==> src/hw/rtl/icmp_erm_pkg.sv <==
// Shared types and constants for the ICMP echo reply matcher.
package icmp_erm_pkg;

    localparam int ByteW   = 8;
    localparam int PosW    = 7;
    localparam int HdrW    = 6;
    localparam int CfgW    = 16;
    localparam int OutW    = 8;

    localparam logic [PosW-1:0] PosMax     = 7'd127;
    localparam logic [PosW-1:0] MinIpLen   = 7'd20;
    localparam logic [PosW-1:0] IcmpHdrLen = 7'd8;
    localparam logic [3:0]      VersionIp4 = 4'd4;

    localparam logic [PosW-1:0] OffType  = 7'd0;
    localparam logic [PosW-1:0] OffCode  = 7'd1;
    localparam logic [PosW-1:0] OffIdHi  = 7'd4;
    localparam logic [PosW-1:0] OffIdLo  = 7'd5;
    localparam logic [PosW-1:0] OffSeqHi = 7'd6;
    localparam logic [PosW-1:0] OffSeqLo = 7'd7;

    typedef enum logic [0:0] {
        CFG_IDENTIFIER = 1'b0,
        CFG_SEQUENCE   = 1'b1
    } t_cfg_index;

    typedef struct packed {
        logic [ByteW-1:0] data;
        logic             last;
    } t_beat;

endpackage

==> src/hw/rtl/icmp_erm_in_stage.sv <==
// Input register stage that holds one accepted packet beat.
module icmp_erm_in_stage (
    input  logic                 i_clk,
    input  logic                 i_rst_n,
    input  logic                 i_valid,
    output logic                 o_ready,
    input  icmp_erm_pkg::t_beat  i_beat,
    output logic                 o_valid,
    input  logic                 i_ready,
    output icmp_erm_pkg::t_beat  o_beat
);

    logic                r_valid;
    icmp_erm_pkg::t_beat r_beat;

    assign o_ready = !r_valid || i_ready;
    assign o_valid = r_valid;
    assign o_beat  = r_beat;

    always_ff @(posedge i_clk) begin
        if (!i_rst_n) begin
            r_valid <= 1'b0;
        end else if (o_ready) begin
            r_valid <= i_valid;
        end
    end

    always_ff @(posedge i_clk) begin
        if (i_valid && o_ready) begin
            r_beat <= i_beat;
        end
    end

endmodule

==> src/hw/rtl/icmp_erm_core.sv <==
// Per-packet header tracking, field compare and verdict register.
module icmp_erm_core (
    input  logic                                i_clk,
    input  logic                                i_rst_n,
    input  logic                                i_cfg_we,
    input  icmp_erm_pkg::t_cfg_index            i_cfg_index,
    input  logic [icmp_erm_pkg::CfgW-1:0]       i_cfg_data,
    input  logic                                i_valid,
    output logic                                o_ready,
    input  icmp_erm_pkg::t_beat                 i_beat,
    output logic                                o_out_valid,
    input  logic                                i_out_ready,
    output logic                                o_matched
);

    logic [icmp_erm_pkg::CfgW-1:0] r_ident;
    logic [icmp_erm_pkg::CfgW-1:0] r_seq;

    logic [icmp_erm_pkg::PosW-1:0] r_pos, n_pos;
    logic [icmp_erm_pkg::HdrW-1:0] r_hdr, n_hdr;
    logic                          r_ver, n_ver;
    logic                          r_fields, n_fields;
    logic                          r_out_valid, n_out_valid;
    logic                          r_matched, n_matched;

    logic [icmp_erm_pkg::PosW-1:0]  u_pos;
    logic [icmp_erm_pkg::HdrW-1:0]  u_hdr;
    logic                           u_ver;
    logic                           u_fields;
    logic [icmp_erm_pkg::PosW-1:0]  k;
    logic [icmp_erm_pkg::ByteW-1:0] want;
    logic                           check;
    logic                           match;
    logic                           fire;

    assign o_ready     = !i_beat.last || !r_out_valid || i_out_ready;
    assign fire        = i_valid && o_ready;
    assign o_out_valid = r_out_valid;
    assign o_matched   = r_matched;

    always_ff @(posedge i_clk) begin
        if (!i_rst_n) begin
            r_ident <= '0;
            r_seq   <= '0;
        end else if (i_cfg_we) begin
            unique case (i_cfg_index)
                icmp_erm_pkg::CFG_IDENTIFIER: r_ident <= i_cfg_data;
                icmp_erm_pkg::CFG_SEQUENCE:   r_seq   <= i_cfg_data;
                default: ;
            endcase
        end
    end

    always_comb begin
        k     = r_pos - {1'b0, r_hdr};
        want  = '0;
        check = 1'b1;
        case (k) inside
            icmp_erm_pkg::OffType, icmp_erm_pkg::OffCode: want = '0;
            icmp_erm_pkg::OffIdHi:  want = r_ident[15:8];
            icmp_erm_pkg::OffIdLo:  want = r_ident[7:0];
            icmp_erm_pkg::OffSeqHi: want = r_seq[15:8];
            icmp_erm_pkg::OffSeqLo: want = r_seq[7:0];
            default:                check = 1'b0;
        endcase

        u_ver    = r_ver;
        u_hdr    = r_hdr;
        u_fields = r_fields;
        if (r_pos == '0) begin
            u_ver = i_beat.data[7:4] == icmp_erm_pkg::VersionIp4;
            u_hdr = {i_beat.data[3:0], 2'b00};
        end else if (r_pos < icmp_erm_pkg::PosMax && r_pos >= {1'b0, r_hdr}) begin
            if (check && i_beat.data != want) begin
                u_fields = 1'b0;
            end
        end
        u_pos = (r_pos == icmp_erm_pkg::PosMax) ? r_pos : r_pos + 7'd1;

        match = u_pos >= icmp_erm_pkg::MinIpLen
             && u_ver
             && {1'b0, u_hdr} >= icmp_erm_pkg::MinIpLen
             && u_pos >= {1'b0, u_hdr} + icmp_erm_pkg::IcmpHdrLen
             && u_fields;

        n_pos       = r_pos;
        n_hdr       = r_hdr;
        n_ver       = r_ver;
        n_fields    = r_fields;
        n_out_valid = r_out_valid && !i_out_ready;
        n_matched   = r_matched;
        if (fire) begin
            if (i_beat.last) begin
                n_pos       = '0;
                n_hdr       = '0;
                n_ver       = 1'b0;
                n_fields    = 1'b1;
                n_out_valid = 1'b1;
                n_matched   = match;
            end else begin
                n_pos    = u_pos;
                n_hdr    = u_hdr;
                n_ver    = u_ver;
                n_fields = u_fields;
            end
        end
    end

    always_ff @(posedge i_clk) begin
        if (!i_rst_n) begin
            r_pos       <= '0;
            r_hdr       <= '0;
            r_ver       <= 1'b0;
            r_fields    <= 1'b1;
            r_out_valid <= 1'b0;
        end else begin
            r_pos       <= n_pos;
            r_hdr       <= n_hdr;
            r_ver       <= n_ver;
            r_fields    <= n_fields;
            r_out_valid <= n_out_valid;
        end
    end

    always_ff @(posedge i_clk) begin
        r_matched <= n_matched;
    end

`ifndef SYNTHESIS
    a_pos_advance: assert property (@(posedge i_clk) disable iff (!i_rst_n)
        fire && !i_beat.last && r_pos != icmp_erm_pkg::PosMax
        |=> r_pos == $past(r_pos) + 7'd1)
        else $error("byte position did not advance");

    a_pos_clear: assert property (@(posedge i_clk) disable iff (!i_rst_n)
        fire && i_beat.last |=> r_pos == '0 && r_fields && !r_ver)
        else $error("packet state not cleared after last beat");

    a_verdict_shown: assert property (@(posedge i_clk) disable iff (!i_rst_n)
        fire && i_beat.last |=> r_out_valid)
        else $error("verdict not registered after last beat");

    a_no_overwrite: assert property (@(posedge i_clk) disable iff (!i_rst_n)
        fire && i_beat.last |-> !r_out_valid || i_out_ready)
        else $error("pending verdict overwritten");
`endif

endmodule

==> src/hw/rtl/icmp_echo_reply_matcher.sv <==
// Top level of the ICMP echo reply matcher: input stage and verdict core.
// Throughput: one packet byte per cycle; a final byte stalls the input while the
// previous verdict is still unread. The final byte's beat passes the input register
// first; the verdict register loads when the core accepts it from there.
// Reset: synchronous active-low; clears packet state, valid flags and both
// expected-value registers to zero.
module icmp_echo_reply_matcher (
    input  logic                                i_clk,
    input  logic                                i_rst_n,
    input  logic                                i_cfg_we,
    input  logic                                i_cfg_index,
    input  logic [icmp_erm_pkg::CfgW-1:0]       i_cfg_data,
    input  logic                                i_s_tvalid,
    output logic                                o_s_tready,
    input  logic [icmp_erm_pkg::ByteW-1:0]      i_s_tdata,   // [7:0] packet_byte
    input  logic                                i_s_tlast,   // end_of_packet
    output logic                                o_m_tvalid,
    input  logic                                i_m_tready,
    output logic [icmp_erm_pkg::OutW-1:0]       o_m_tdata    // [0] reply_matched, [7:1] zero
);

    icmp_erm_pkg::t_beat in_beat;
    icmp_erm_pkg::t_beat st_beat;
    logic                st_valid;
    logic                st_ready;
    logic                matched;

    assign in_beat.data = i_s_tdata;
    assign in_beat.last = i_s_tlast;

    icmp_erm_in_stage u_in_stage (
        .i_clk   (i_clk),
        .i_rst_n (i_rst_n),
        .i_valid (i_s_tvalid),
        .o_ready (o_s_tready),
        .i_beat  (in_beat),
        .o_valid (st_valid),
        .i_ready (st_ready),
        .o_beat  (st_beat)
    );

    icmp_erm_core u_core (
        .i_clk       (i_clk),
        .i_rst_n     (i_rst_n),
        .i_cfg_we    (i_cfg_we),
        .i_cfg_index (icmp_erm_pkg::t_cfg_index'(i_cfg_index)),
        .i_cfg_data  (i_cfg_data),
        .i_valid     (st_valid),
        .o_ready     (st_ready),
        .i_beat      (st_beat),
        .o_out_valid (o_m_tvalid),
        .i_out_ready (i_m_tready),
        .o_matched   (matched)
    );

    assign o_m_tdata = {{(icmp_erm_pkg::OutW-1){1'b0}}, matched};

endmodule

==> config.mk <==
export PLATFORM = sky130hd
export DESIGN_NAME = icmp_echo_reply_matcher
export DESIGN_NICKNAME = d
export VERILOG_FILES = /design/src/hw/rtl/icmp_erm_pkg.sv /design/src/hw/rtl/icmp_erm_in_stage.sv /design/src/hw/rtl/icmp_erm_core.sv /design/src/hw/rtl/icmp_echo_reply_matcher.sv
export SDC_FILE = /design/constraint.sdc
export NUM_CORES = 1
export LEC_CHECK = 0
export BUFFER_PORTS_ARGS = -buffer_cell sky130_fd_sc_hd__buf_2
export CORE_MARGIN = 10
export CORE_UTILIZATION = 54
export CTS_BUF_LIST = sky130_fd_sc_hd__clkbuf_8
export DETAILED_ROUTE_END_ITERATION = 10
export GPL_ROUTABILITY_DRIVEN = 0
export PLACE_DENSITY = 0.82
export SLEW_MARGIN = 5
export SYNTH_ARGS = -nofsm -noshare
export SYNTH_HDL_FRONTEND = slang
export SYNTH_SLANG_ARGS = --single-unit
==> constraint.sdc <==
create_clock -name i_clk -period 2.7 [get_ports i_clk]
set_clock_uncertainty 0.05 [all_clocks]
set_input_delay 0.135 -clock i_clk [delete_from_list [all_inputs] [get_ports i_clk]]
set_output_delay 0.135 -clock i_clk [all_outputs]
set_load 0.03 [all_outputs]
-- Yosys cells after proc, flatten, opt, wreduce, memory -nomap -nowiden
Index checks and enable logic that the tools add are counted.
- register bits after elaboration: 59
- bits of input ports: 31
- $add $sub $neg: 3
- magnitude comparators: 5
- equal/unequal tests: 8
- multiplexer cells: 22
- bitwise logic cells: 1
- reductions and logical operators: 22
- operators with widths (operator ; number):
    two-way mux 8 bit ; 5
    == test 7 x 3 -> 1 bit (second input constant) ; 4
    zero test 7 bit ; 2
    two-way mux 7 bit ; 2
    two-way mux 1 bit ; 13
    two-way mux 6 bit ; 2
    logical AND 1 bit ; 9
    inequality test 8 bit ; 1
    adder 6 x 4 -> 7 bit (second input constant) ; 1
    adder 7 x 1 -> 7 bit (second input constant) ; 1
    == test 7 x 1 -> 1 bit (second input constant) ; 1
    == test 7 bit (second input constant) ; 1
    >= comparator 7 x 5 -> 1 bit (second input constant) ; 1
    >= comparator 7 x 6 -> 1 bit ; 1
    >= comparator 7 bit ; 1
    less-than comparator 7 bit (second input constant) ; 1
    subtractor 7 x 6 -> 7 bit ; 1
    >= comparator 6 x 5 -> 1 bit (second input constant) ; 1
    AND reduction 2 bit ; 3
    == test 4 x 3 -> 1 bit (second input constant) ; 1
    zero test 1 bit ; 4
    logical OR 1 bit ; 3
    OR reduction 2 bit ; 1
    inverter 1 bit ; 1

-- Longest topological paths before layout
Gate-level depths: netlist of the first run.
- word-level depth: 13
- mapped depth: 12

-- By module
From an unflattened synthesis of the first run, not the netlist that was laid out.
- cells, all modules: 378
- area, all modules: 3382.0 µm²
- modules (own cells, without submodules) (module ; times used ; cells each ; area each (µm²) ; seq. area each (µm²)):
    icmp_erm_core ; 1 ; 355 ; 2990.4 ; 991.0
    icmp_erm_in_stage ; 1 ; 14 ; 327.8 ; 290.3
    icmp_echo_reply_matcher ; 1 ; 9 ; 63.8 ; 0.0

-- Worst setup path after synthesis of the first run
No wires, ideal clock.
- kind: register to register
- start: register u_core.r_pos[0] (netlist bit)
- end: register u_core.r_matched, in the netlist u_core.o_matched, data pin
- setup time: 0.158 ns
- arrival time: 2.576 ns
- data required time: 2.492 ns
- path slack: -0.084 ns
- cell stages (with the launch flop): 12
- path buffers: 1
- cell sequence: dfxtp_1 > inv_1 > ha_1 > inv_1 > fa_1 > buf_6 > mux4_2 > nand4bb_1 > a211oi_1 > o22a_1 > o211ai_2 > a211oi_2
- longest elaborated chain between the ends: 13
- ends and longest elaborated chain (element ; RTL line ; text):
    start, declared ; icmp_erm_core.sv:19 ; logic [icmp_erm_pkg::PosW-1:0] r_pos, n_pos;
    start signal, assigned ; icmp_erm_core.sv:117 ; r_pos <= n_pos;
    subtractor 7 x 6 -> 7 bit ; icmp_erm_core.sv:55 ; k = r_pos - {1'b0, r_hdr};
    == test 7 x 3 -> 1 bit (no source line) ; n/a ;
    two-way mux 8 bit (5 in series) ; icmp_erm_core.sv:58 ; case (k) inside
    inequality test 8 bit ; icmp_erm_core.sv:74 ; if (check && i_beat.data != want) begin
    logical AND 1 bit ; icmp_erm_core.sv:74 ;
    two-way mux 1 bit ; icmp_erm_core.sv:74 ;
    two-way mux 1 bit ; icmp_erm_core.sv:73 ; end else if (r_pos < icmp_erm_pkg::PosMax && r_pos >= {1'b0, r_hdr}) begin
    two-way mux 1 bit ; icmp_erm_core.sv:70 ; if (r_pos == '0) begin
    logical AND 1 bit * ; icmp_erm_core.sv:84 ; && u_fields;
    via u_core.match ; icmp_erm_core.sv:33 ; logic match;
    end signal, assigned ; icmp_erm_core.sv:126 ; r_matched <= n_matched;
    end, declared ; icmp_erm_core.sv:24 ; logic r_matched, n_matched;
Mark *: on every way through the listed nets, which the timed path passes. The rest lies on a longest branch.
A chain may end at the register's enable or synchronous reset.

-- Worst setup path in the final report of the first run
- start: register u_core.r_pos[2] (netlist bit)
- end: register u_core.r_matched, in the netlist u_core.o_matched, data pin
The elaborated chain is that of the path after synthesis.

==> impl_metrics.tcl, run 1 <==
set metrics [dict create \
    chipHeight_um 98.0 \
    fin_crit_ns 2.79 \
    vias 3117 \
    p_leak_nw 1.81 \
    grt_max_degree 29 \
    antenna_found_initial 0 \
    drv.max_cap_violation_count 0 \
    startpoint_type "flop" \
    drt-total-wl_mm 8.97 \
    arrival_ns 2.83 \
    wl_per_cell_um 16.6 \
    diodes 0 \
    synth.avg_cell_area_um2 8.80 \
    async_flop_share 0 \
    power.density_mw_per_mm2 502 \
    yosysTopAreaCell "dfxtp_1" \
    die_area_mm2 0.00960 \
    crit_chain "buf_4 > ha_1 > nand3b_1 > a221oi_1 > o22ai_2 > o31a_1 > o22a_1 > o211ai_2 > a211oi_2" \
    pin_count 41 \
    yosysWarnings 0 \
    hp-class "input port to flop" \
    fin_ws_ns -0.0895 \
    tritoncts "built" \
    numCtsBuffers 9 \
    grt_pass1_wl_mm 14.5 \
    hpwl_mm 6.13 \
    cp-end-kind "flop" \
    fin_crit_sh 1.03 \
    finalHoldViolations 0 \
    setup_viol 1 \
    io_buffers 33 \
    swShare 0.246 \
    drive_gt1_frac 0.241 \
    drc_errors 0 \
    yosys_most_used_dff "dfxtp_1" \
    grt_use_total 0.183 \
    path_clk_slew_ns 0.06 \
    slew-limit-headroom 0.431 \
    fmax_ghz 0.358 \
    synth_area_leaders "dfxtp_1 (30%), edfxtp_1 (9.1%), nand2_1 (8.6%), a21oi_1 (6.4%), ha_1 (6.1%)" \
    cts_max_path_buffers 2 \
    p_comb_frac 0.134 \
    multiInputGateArea_mm2 0.00183 \
    cpMaxStageDelayCell "a221oi_1" \
    power.total_mw 2.11 \
    dr.first_iter.drc_count 384 \
    seq_area_mm2 0.00128 \
    core-area_mm2 0.00592 \
    cts_num_sinks 59 \
    via_per_inst 5.78 \
    crit_fanout 9 \
    initial_core_util 0.554 \
    drv_slew 0 \
    clkPwrFrac 0.412 \
    cp_top_family "compound AO/OA/AOI/OAI gates" \
    p_sw_mw 0.518 \
    ant_nets 0 \
    ys_ff_latch 59 \
    yosysTopAreaCellShare 0.299 \
    nNetsFinal 508 \
    max_stage_delay_ns 0.41 \
    synth_edf_count 10 \
    grt.overflow.total 0 \
    ir_worst_vdd_mv 0.452 \
    area_growth_pct 28.0 \
    htreeDepth 3 \
    syn_inst 373 \
    intPower_mw 1.59 \
    tightestPinTransition_ns 0.848 \
    fin_util 0.710 \
    rsz0062_at_grt "true" \
    num_rows 28 \
    critPathRequiredTime_ns 2.74 \
    syn_area_mm2 0.00328 \
    clk_latency_ns 0.34 \
    seqPwrFrac 0.454 \
    first_pass_iters 5 \
    status "finished with violations" \
    violations "negative setup slack" \
    ys_seq_area_frac 0.390 \
    grt_pass1_vias 3072 \
    synth.distinct_cells 59 \
    crit_buf_inv 1 \
    n_fill_cell 402 \
    die_w_um 98.0 \
    cts_root_buf "clkbuf_8" \
    crit_type "flop to flop" \
]
-- kinds of logic (layout without fill, tap and decap cells) --
group / count (synthesis) / in the layout / synth area share
simple gates: 148 / 148 / 0.220
compound gates: 81 / 81 / 0.155
flops: 59 / 59 / 0.390
buf+inv: 45 / 130 / 0.0675
fa+ha+maj: 17 / 17 / 0.0671
mux: 13 / 13 / 0.0724
xor+xnor: 9 / 9 / 0.0263
other cells: 1 / 7 / 0.00114
-- through the flow --
| step | worst slack [ns] | std cells | setup TNS [ns] | hold slack [ns] | instance area [µm²] |
|---|---|---|---|---|---|
| 3_3_place_gp | -0.0535 | 499 | -0.0535 | 0.261 | 3710 |
| 3_5_place_dp | -0.115 | 499 | -0.115 | 0.264 | 3710 |
| 6_report | -0.0895 | 539 | -0.0895 | 0.0104 | 4200 |
| 5_1_grt | -0.174 | 539 | -0.252 | 0.00223 | 4200 |
| 2_1_floorplan | 0.000528 | 379 | 0 | 0.184 | 3310 |
| 4_1_cts | -0.0456 | 539 | -0.0456 | 0.00349 | 4190 |
-- final timing paths --
check	start	end	slack, ns	cells past startpoint
hold reg to reg	u_core.r_ident[13]	u_core.r_ident[13]	0.40	2
hold / removal	i_cfg_data[7]	u_core.r_ident[7]	0.01	3
setup reg to reg	u_core.r_pos[2]	u_core.o_matched	-0.09	9
setup / recovery	u_core.r_pos[2]	u_core.o_matched	-0.09	9
-- worst min-delay path: cells and delay by family --
family	cells	cell delay (ns)
and+or+nand+nor	1	0.06
AOI/OAI and AO/OA	1	0.05
buffers and inverters	1	0.11
-- area by class of cell --
class / instances / area share
sequential: 59 / 0.305
timing repair buffer: 95 / 0.168
clock buffer: 10 / 0.0328
inverter: 20 / 0.0179
clock inverter: 5 / 0.0173
multi-input combinational: 275 / 0.436
tap: 75 / 0.0223
-- synth_stat cells, drive strengths merged (5+ instances only) --
master and instances:
ha 16, nor3 9, nand3 7, edfxtp 10, a22oi 7, and3 5
nand2 75, inv 19, a21oi 42, o21ai 6, xnor2 7, nor2 23
clkbuf 14, buf 11, a31oi 5, mux4 8, dfxtp 49
-- cell usage in the layout, fill, tap and decap left out, types with 3 or more instances in the layout --
cell,Yosys,layout
mux2_2,3,3
a21oi_1,42,42
a31oi_1,5,5
clkbuf_8,0,10
nor2b_1,4,4
dlygate4sd3_1,0,24
and3_1,5,5
buf_2,0,33
nand2b_1,3,3
a22oi_1,7,7
edfxtp_1,10,10
mux4_2,7,7
buf_4,8,36
nor3_1,9,9
conb_1,1,7
and2_1,4,4
nand3_1,7,7
nor2_1,23,23
ha_1,16,15
dfxtp_1,49,48
inv_1,19,19
xnor2_1,6,6
o21ai_0,6,5
nand2_1,75,75
-- metal layers --
metal / GRT usage / wire length, µm / vias up
li1: - / - / 1470
met4: 0.0917 / 341 / 0
met3: 0.0514 / 588 / 40
met1: 0.215 / 3660 / 1478
met2: 0.297 / 4380 / 129
met5: 0 / 0 / -
-- what timing repair did --
action / CTS / global route
gates resized for setup: 7 / 2
buffers inserted: 1 / 0
endpoints found under the setup margin: 2 / 2
hold endpoints to repair: 33 / 0
pin swaps: 1 / 1
hold buffers: 24 / 0
-- power by group through the flow --
stage	Combinational, mW	Sequential [mW]	Clock (mW)
floorplan	0.168	0.965	0
CTS	0.274	0.955	0.871
detailed placement	0.242	0.974	0
global placement	0.235	0.972	0
global route	0.308	0.960	0.923
finish	0.282	0.958	0.869
-- state kept, by name, indices dropped and copies added (netlist names) --
signal	flops
u_core.r_hdr	6
u_core.r_ver	1
u_core.r_fields	1
u_core.o_out_valid	1
u_core.r_pos	7
u_core.r_ident	16
u_in_stage.o_beat	9
u_in_stage.o_valid	1
u_core.r_seq	16
u_core.o_matched	1
(Power assumes the default switching activity.)
==> inputs of run 2 (changes only) <==
Clock period 2.7 ns to 2.4 ns, I/O delays scaled along.
==> run 2 against run 1 <==
  * The flow still finishes with violations (negative setup slack)
  * Hold slack improved by 0.0065 ns
  * Via count increased by 2.3%
  * Die area unchanged
  * Setup slack got worse by 0.30 ns
  * Non-clock buffer count increased by 10
==> impl_metrics.tcl, run 2 (synthesis gave the netlist of run 1 again) <==
set metrics [dict create \
    p_leak_nw 1.87 \
    setup_viol 2 \
    reg2reg_slack_ns -0.39 \
    path_clk_slew_ns 0.07 \
    antenna_found_initial 0 \
    seqPwrFrac 0.453 \
    die_area_mm2 0.00960 \
    cts_max_path_buffers 2 \
    area_growth_pct 30.8 \
    grt.overflow.total 0 \
    io_buffers 33 \
    placed_cell_area_mm2 0.00377 \
    numCtsBuffers 9 \
    hpwl_mm 6.22 \
    htreeDepth 3 \
    rr_startpoint "u_core.r_hdr[0]" \
    swShare 0.254 \
    nNetsFinal 518 \
    grt_pass1_vias 3315 \
    place_inst 507 \
    drv_slew 0 \
    vias 3190 \
    finalHoldViolations 0 \
    crit_fanout 8 \
    startpoint_type "flop" \
    dpl_worst_slack_ns -0.419 \
    final_cells 550 \
    drv.max_cap_violation_count 0 \
    crit_type "flop to flop" \
    wl_per_cell_um 16.8 \
    via_per_inst 5.80 \
    drive_gt1_frac 0.259 \
    ant_nets 0 \
    slew-limit-headroom 0.500 \
    tightestPinTransition_ns 0.747 \
    reg2reg_depth 10 \
    design_area_mm2 0.00429 \
    p_comb_frac 0.139 \
    initial_core_util 0.554 \
    pin_count 41 \
    clkPwrFrac 0.408 \
    first_pass_iters 5 \
    cts_num_sinks 59 \
    ir_worst_vdd_mv 0.833 \
    hold_end "u_core.o_out_valid" \
    core-area_mm2 0.00592 \
    power.density_mw_per_mm2 553 \
    p_sw_mw 0.601 \
    critPathRequiredTime_ns 2.53 \
    n_fill_cell 383 \
    hp-class "input port to flop" \
    drt-total-wl_mm 9.24 \
    fin_ws_ns -0.390 \
    chipHeight_um 98.0 \
    clk_latency_ns 0.34 \
    drc_errors 0 \
    final_common_cell "nand2_1" \
    violations "negative setup slack" \
    rr_endpoint "u_core.o_matched" \
    tritoncts "built" \
    fin_crit_sh 1.16 \
    grt_max_degree 39 \
    hold_depth 2 \
    dr.first_iter.drc_count 268 \
    intPower_mw 1.77 \
    fin_setup_tns_ns -0.715 \
    grt_pass1_wl_mm 15.4 \
    die_w_um 98.0 \
    cp-end-kind "flop" \
    worstHoldStart "i_rst_n" \
    status "finished with violations" \
    power.total_mw 2.37 \
    arrival_ns 2.92 \
    rsz0062_at_grt "true" \
    final_cell_mix "nand2_1 (75), dfxtp_1 (48), buf_4 (45)" \
    grt_use_total 0.191 \
    fmax_ghz 0.358 \
    fin_crit_ns 2.79 \
    cts_root_buf "clkbuf_8" \
    diodes 0 \
    num_rows 28 \
]
[run 2: cell type report]
cell class / count / area (µm²) / share of cell area
timing repair buffer: 105 / 774 / 0.180
multi-input combinational: 275 / 1850 / 0.432
sequential: 59 / 1280 / 0.299
clock buffer: 9 / 124 / 0.0289
clock inverter: 7 / 83.8 / 0.0195
tap: 75 / 93.8 / 0.0219
inverter: 20 / 77.6 / 0.0181
[run 2: routing by layer]
layer	vias up	track usage	routed length, µm
met5	-	0	0
met4	0	0.113	437
met3	49	0.0500	601
met2	148	0.326	4590
met1	1506	0.207	3610
li1	1487	-	-
[run 2: worst max-delay path by stage]
| stage | start | end | slack, ns | cells past startpoint |
|---|---|---|---|---|
| 2_1_floorplan | u_core.r_pos[0] | u_core.o_matched | -0.27 | 11 |
| 3_3_place_gp | u_core.r_pos[0] | u_core.o_matched | -0.31 | 11 |
| 3_5_place_dp | u_core.r_pos[0] | u_core.o_matched | -0.42 | 11 |
| 4_1_cts | u_core.r_pos[0] | u_core.o_matched | -0.38 | 11 |
| 5_1_grt | u_core.r_pos[0] | u_core.o_matched | -0.46 | 11 |
| 6_report | u_core.r_hdr[0] | u_core.o_matched | -0.39 | 10 |
[run 2: worst max-delay path, stage by stage, from the launching register on]
cell and delay [ns]:
dfxtp_1 0.38, ha_4 0.15, inv_2 0.03, fa_1 0.49, buf_6 0.14, mux4_2 0.51, nand4bb_1 0.22, a211oi_2 0.21
o22a_1 0.17, o211ai_2 0.10, a211oi_2 0.20
[run 2: through the flow]
stage,utilization,hold slack [ns]
2_1_floorplan,-,0.169
3_3_place_gp,0.637,0.247
3_5_place_dp,0.637,0.249
4_1_cts,0.719,0.0126
5_1_grt,0.725,0.0310
6_report,0.725,0.0169
[run 2: repair_timing]
action / in CTS / in global routing
resized for setup: 3 / 7
buffers inserted: 1 / 0
pin swaps: 1 / 2
gates cloned: 0 / 0
endpoints found under the setup margin: 2 / 2
hold buffers: 26 / 0
hold endpoints to repair: 40 / 0
[run 2: power by group through the flow]
| stage | clock network, mW | logic (mW) | registers [mW] |
|---|---|---|---|
| 6_report | 0.968 | 0.330 | 1.07 |
| 5_1_grt | 1.02 | 0.359 | 1.08 |
| 4_1_cts | 0.973 | 0.314 | 1.07 |
| 3_5_place_dp | 0 | 0.278 | 1.09 |
| 3_3_place_gp | 0 | 0.268 | 1.09 |
| 2_1_floorplan | 0 | 0.190 | 1.09 |
==> inputs of run 3 (changes only) <==
Settings changed: CORE_ASPECT_RATIO set to 1.2.
==> run 3 against run 2 <==
  * The run still ends with negative setup slack left
  * Critical path depth did not move
  * Setup slack got worse by 0.11 ns
  * Via count rose by 2.7%
  * Wire length rose by 10%
  * Final area fell by 0.23%
  * Combinational power rose by 2%
  * Die area rose by 0.13%
  * First-iteration DRC count fell by 4.9%
  * Power fell by 6.4%
  * Global-route usage rose by 1.1 points
  * Largest cell class unchanged
==> impl_metrics.tcl, run 3 (synthesis gave the netlist of run 1 again) <==
set metrics [dict create \
    crit_type "flop to flop" \
    cts_max_path_buffers 2 \
    final_cells 559 \
    cpMaxStageDelayCell "fa_2" \
    hpwl_mm 6.46 \
    vias 3275 \
    via_per_inst 5.86 \
    critPathRequiredTime_ns 2.52 \
    dpl_worst_slack_ns -0.518 \
    fmax_ghz 0.345 \
    ant_nets 0 \
    swShare 0.282 \
    crit_buf_inv 2 \
    io_buffers 33 \
    area_growth_pct 30.5 \
    clkPwrFrac 0.363 \
    status "finished with violations" \
    cts_root_buf "clkbuf_8" \
    slew-limit-headroom 0.569 \
    max_stage_delay_ns 0.61 \
    intPower_mw 1.59 \
    final_cell_mix "nand2_1 (75), buf_4 (46), dfxtp_1 (46)" \
    met2_usage 0.376 \
    use_met3 0.0525 \
    p_comb_frac 0.152 \
    violations "negative setup slack" \
    drv.max_cap_violation_count 0 \
    grt_pass1_wl_mm 16.0 \
    rsz0062_at_grt "true" \
    numCtsBuffers 9 \
    core-area_mm2 0.00597 \
    path_common_cell "a211oi_2" \
    arrival_ns 3.02 \
    p_leak_nw 1.86 \
    power.density_mw_per_mm2 519 \
    fin_crit_sh 1.21 \
    rr_endpoint "u_core.o_matched" \
    crit_fanout 4 \
    tritoncts "built" \
    drv_slew 0 \
    finalHoldViolations 0 \
    cts_num_sinks 59 \
    tightestPinTransition_ns 0.646 \
    reg2reg_depth 10 \
    seqPwrFrac 0.485 \
    grt_max_degree 40 \
    hold_end "u_core.o_out_valid" \
    fin_util 0.717 \
    htreeDepth 3 \
    grt.met1_usage 0.197 \
    p_sw_mw 0.627 \
    cp-end-kind "flop" \
    placed_cell_area_mm2 0.00379 \
    diodes 0 \
    cp_top_family "adder cells" \
    die_area_mm2 0.00961 \
    place_inst 515 \
    chipHeight_um 105 \
    first_pass_iters 5 \
    fin_crit_ns 2.90 \
    startpoint_type "flop" \
    design_area_mm2 0.00428 \
    fin_setup_tns_ns -0.895 \
    antenna_found_initial 0 \
    clk_latency_ns 0.34 \
    dr.first_iter.drc_count 255 \
    initial_core_util 0.549 \
    rr_startpoint "u_core.r_pos[0]" \
    hp-class "input port to flop" \
    path_clk_slew_ns 0.07 \
    hold_depth 2 \
    worstHoldStart "i_rst_n" \
    pin_count 41 \
    grt.overflow.total 0 \
    grt_pass1_vias 3421 \
    busiest_layer "met2" \
    reg2reg_slack_ns -0.50 \
    grt_use_total 0.202 \
    final_common_cell "nand2_1" \
    die_w_um 91.2 \
    crit_chain "inv_4 > ha_4 > inv_2 > fa_2 > mux4_2 > nand4bb_1 > a211oi_2 > o22a_1 > o211ai_2 > a211oi_2" \
    ir_worst_vdd_mv 0.487 \
    fin_ws_ns -0.498 \
    drive_gt1_frac 0.270 \
    drc_errors 0 \
    drt-total-wl_mm 10.2 \
    nNetsFinal 520 \
    wl_per_cell_um 18.2 \
    num_rows 31 \
    setup_viol 2 \
]
run 3: power by group through the flow:
| stage | Clock (mW) | Sequential, mW | Combinational, mW |
|---|---|---|---|
| floorplan | 0 | 1.09 | 0.190 |
| global placement | 0 | 1.09 | 0.271 |
| detailed placement | 0 | 1.09 | 0.282 |
| CTS | 0.797 | 1.07 | 0.320 |
| global route | 0.853 | 1.08 | 0.364 |
| finish | 0.806 | 1.08 | 0.338 |
run 3: worst max path at each step:
stage | startpoint | endpoint | slack, ns | cells after the start
detailed placement | u_core.r_hdr[0] | u_core.o_matched | -0.52 | 11
floorplan | u_core.r_pos[0] | u_core.o_matched | -0.27 | 11
global placement | u_core.r_pos[0] | u_core.o_matched | -0.36 | 11
CTS | u_core.r_pos[0] | u_core.o_matched | -0.42 | 10
finish | u_core.r_pos[0] | u_core.o_matched | -0.50 | 10
global route | u_core.r_pos[0] | u_core.o_matched | -0.57 | 10
run 3: layer usage:
| metal | vias up | part of all wire | wire (µm) |
|---|---|---|---|
| met4 | 0 | 0.051 | 521 |
| li1 | 1494 | - | - |
| met1 | 1542 | 0.34 | 3490 |
| met3 | 54 | 0.066 | 677 |
| met5 | - | 0 | 0 |
| met2 | 185 | 0.54 | 5510 |
run 3: area by class of cell:
cell class	count	area, µm²
Clock buffer	10	138
Multi-Input combinational cell	275	1850
Inverter	20	77.6
Tap cell	82	103
Clock inverter	6	32.5
Sequential cell	59	1290
Timing Repair Buffer	107	793
Fill cell	409	1690
run 3: what timing repair did:
item                                   in CTS  in global routing
buffers inserted                            2                  0
setup endpoints to repair                   2                  2
hold buffers                               26                  0
endpoints found under the hold margin      42                  0
gates resized for setup                     7                  5
pin swaps                                   1                  1
run 3: per-stage QoR:
step / hold WS [ns] / power, mW
global route: 0.0240 / 2.29
finish: 0.0242 / 2.22
detailed placement: 0.249 / 1.38
CTS: 0.0133 / 2.19
floorplan: 0.169 / 1.27
global placement: 0.247 / 1.36
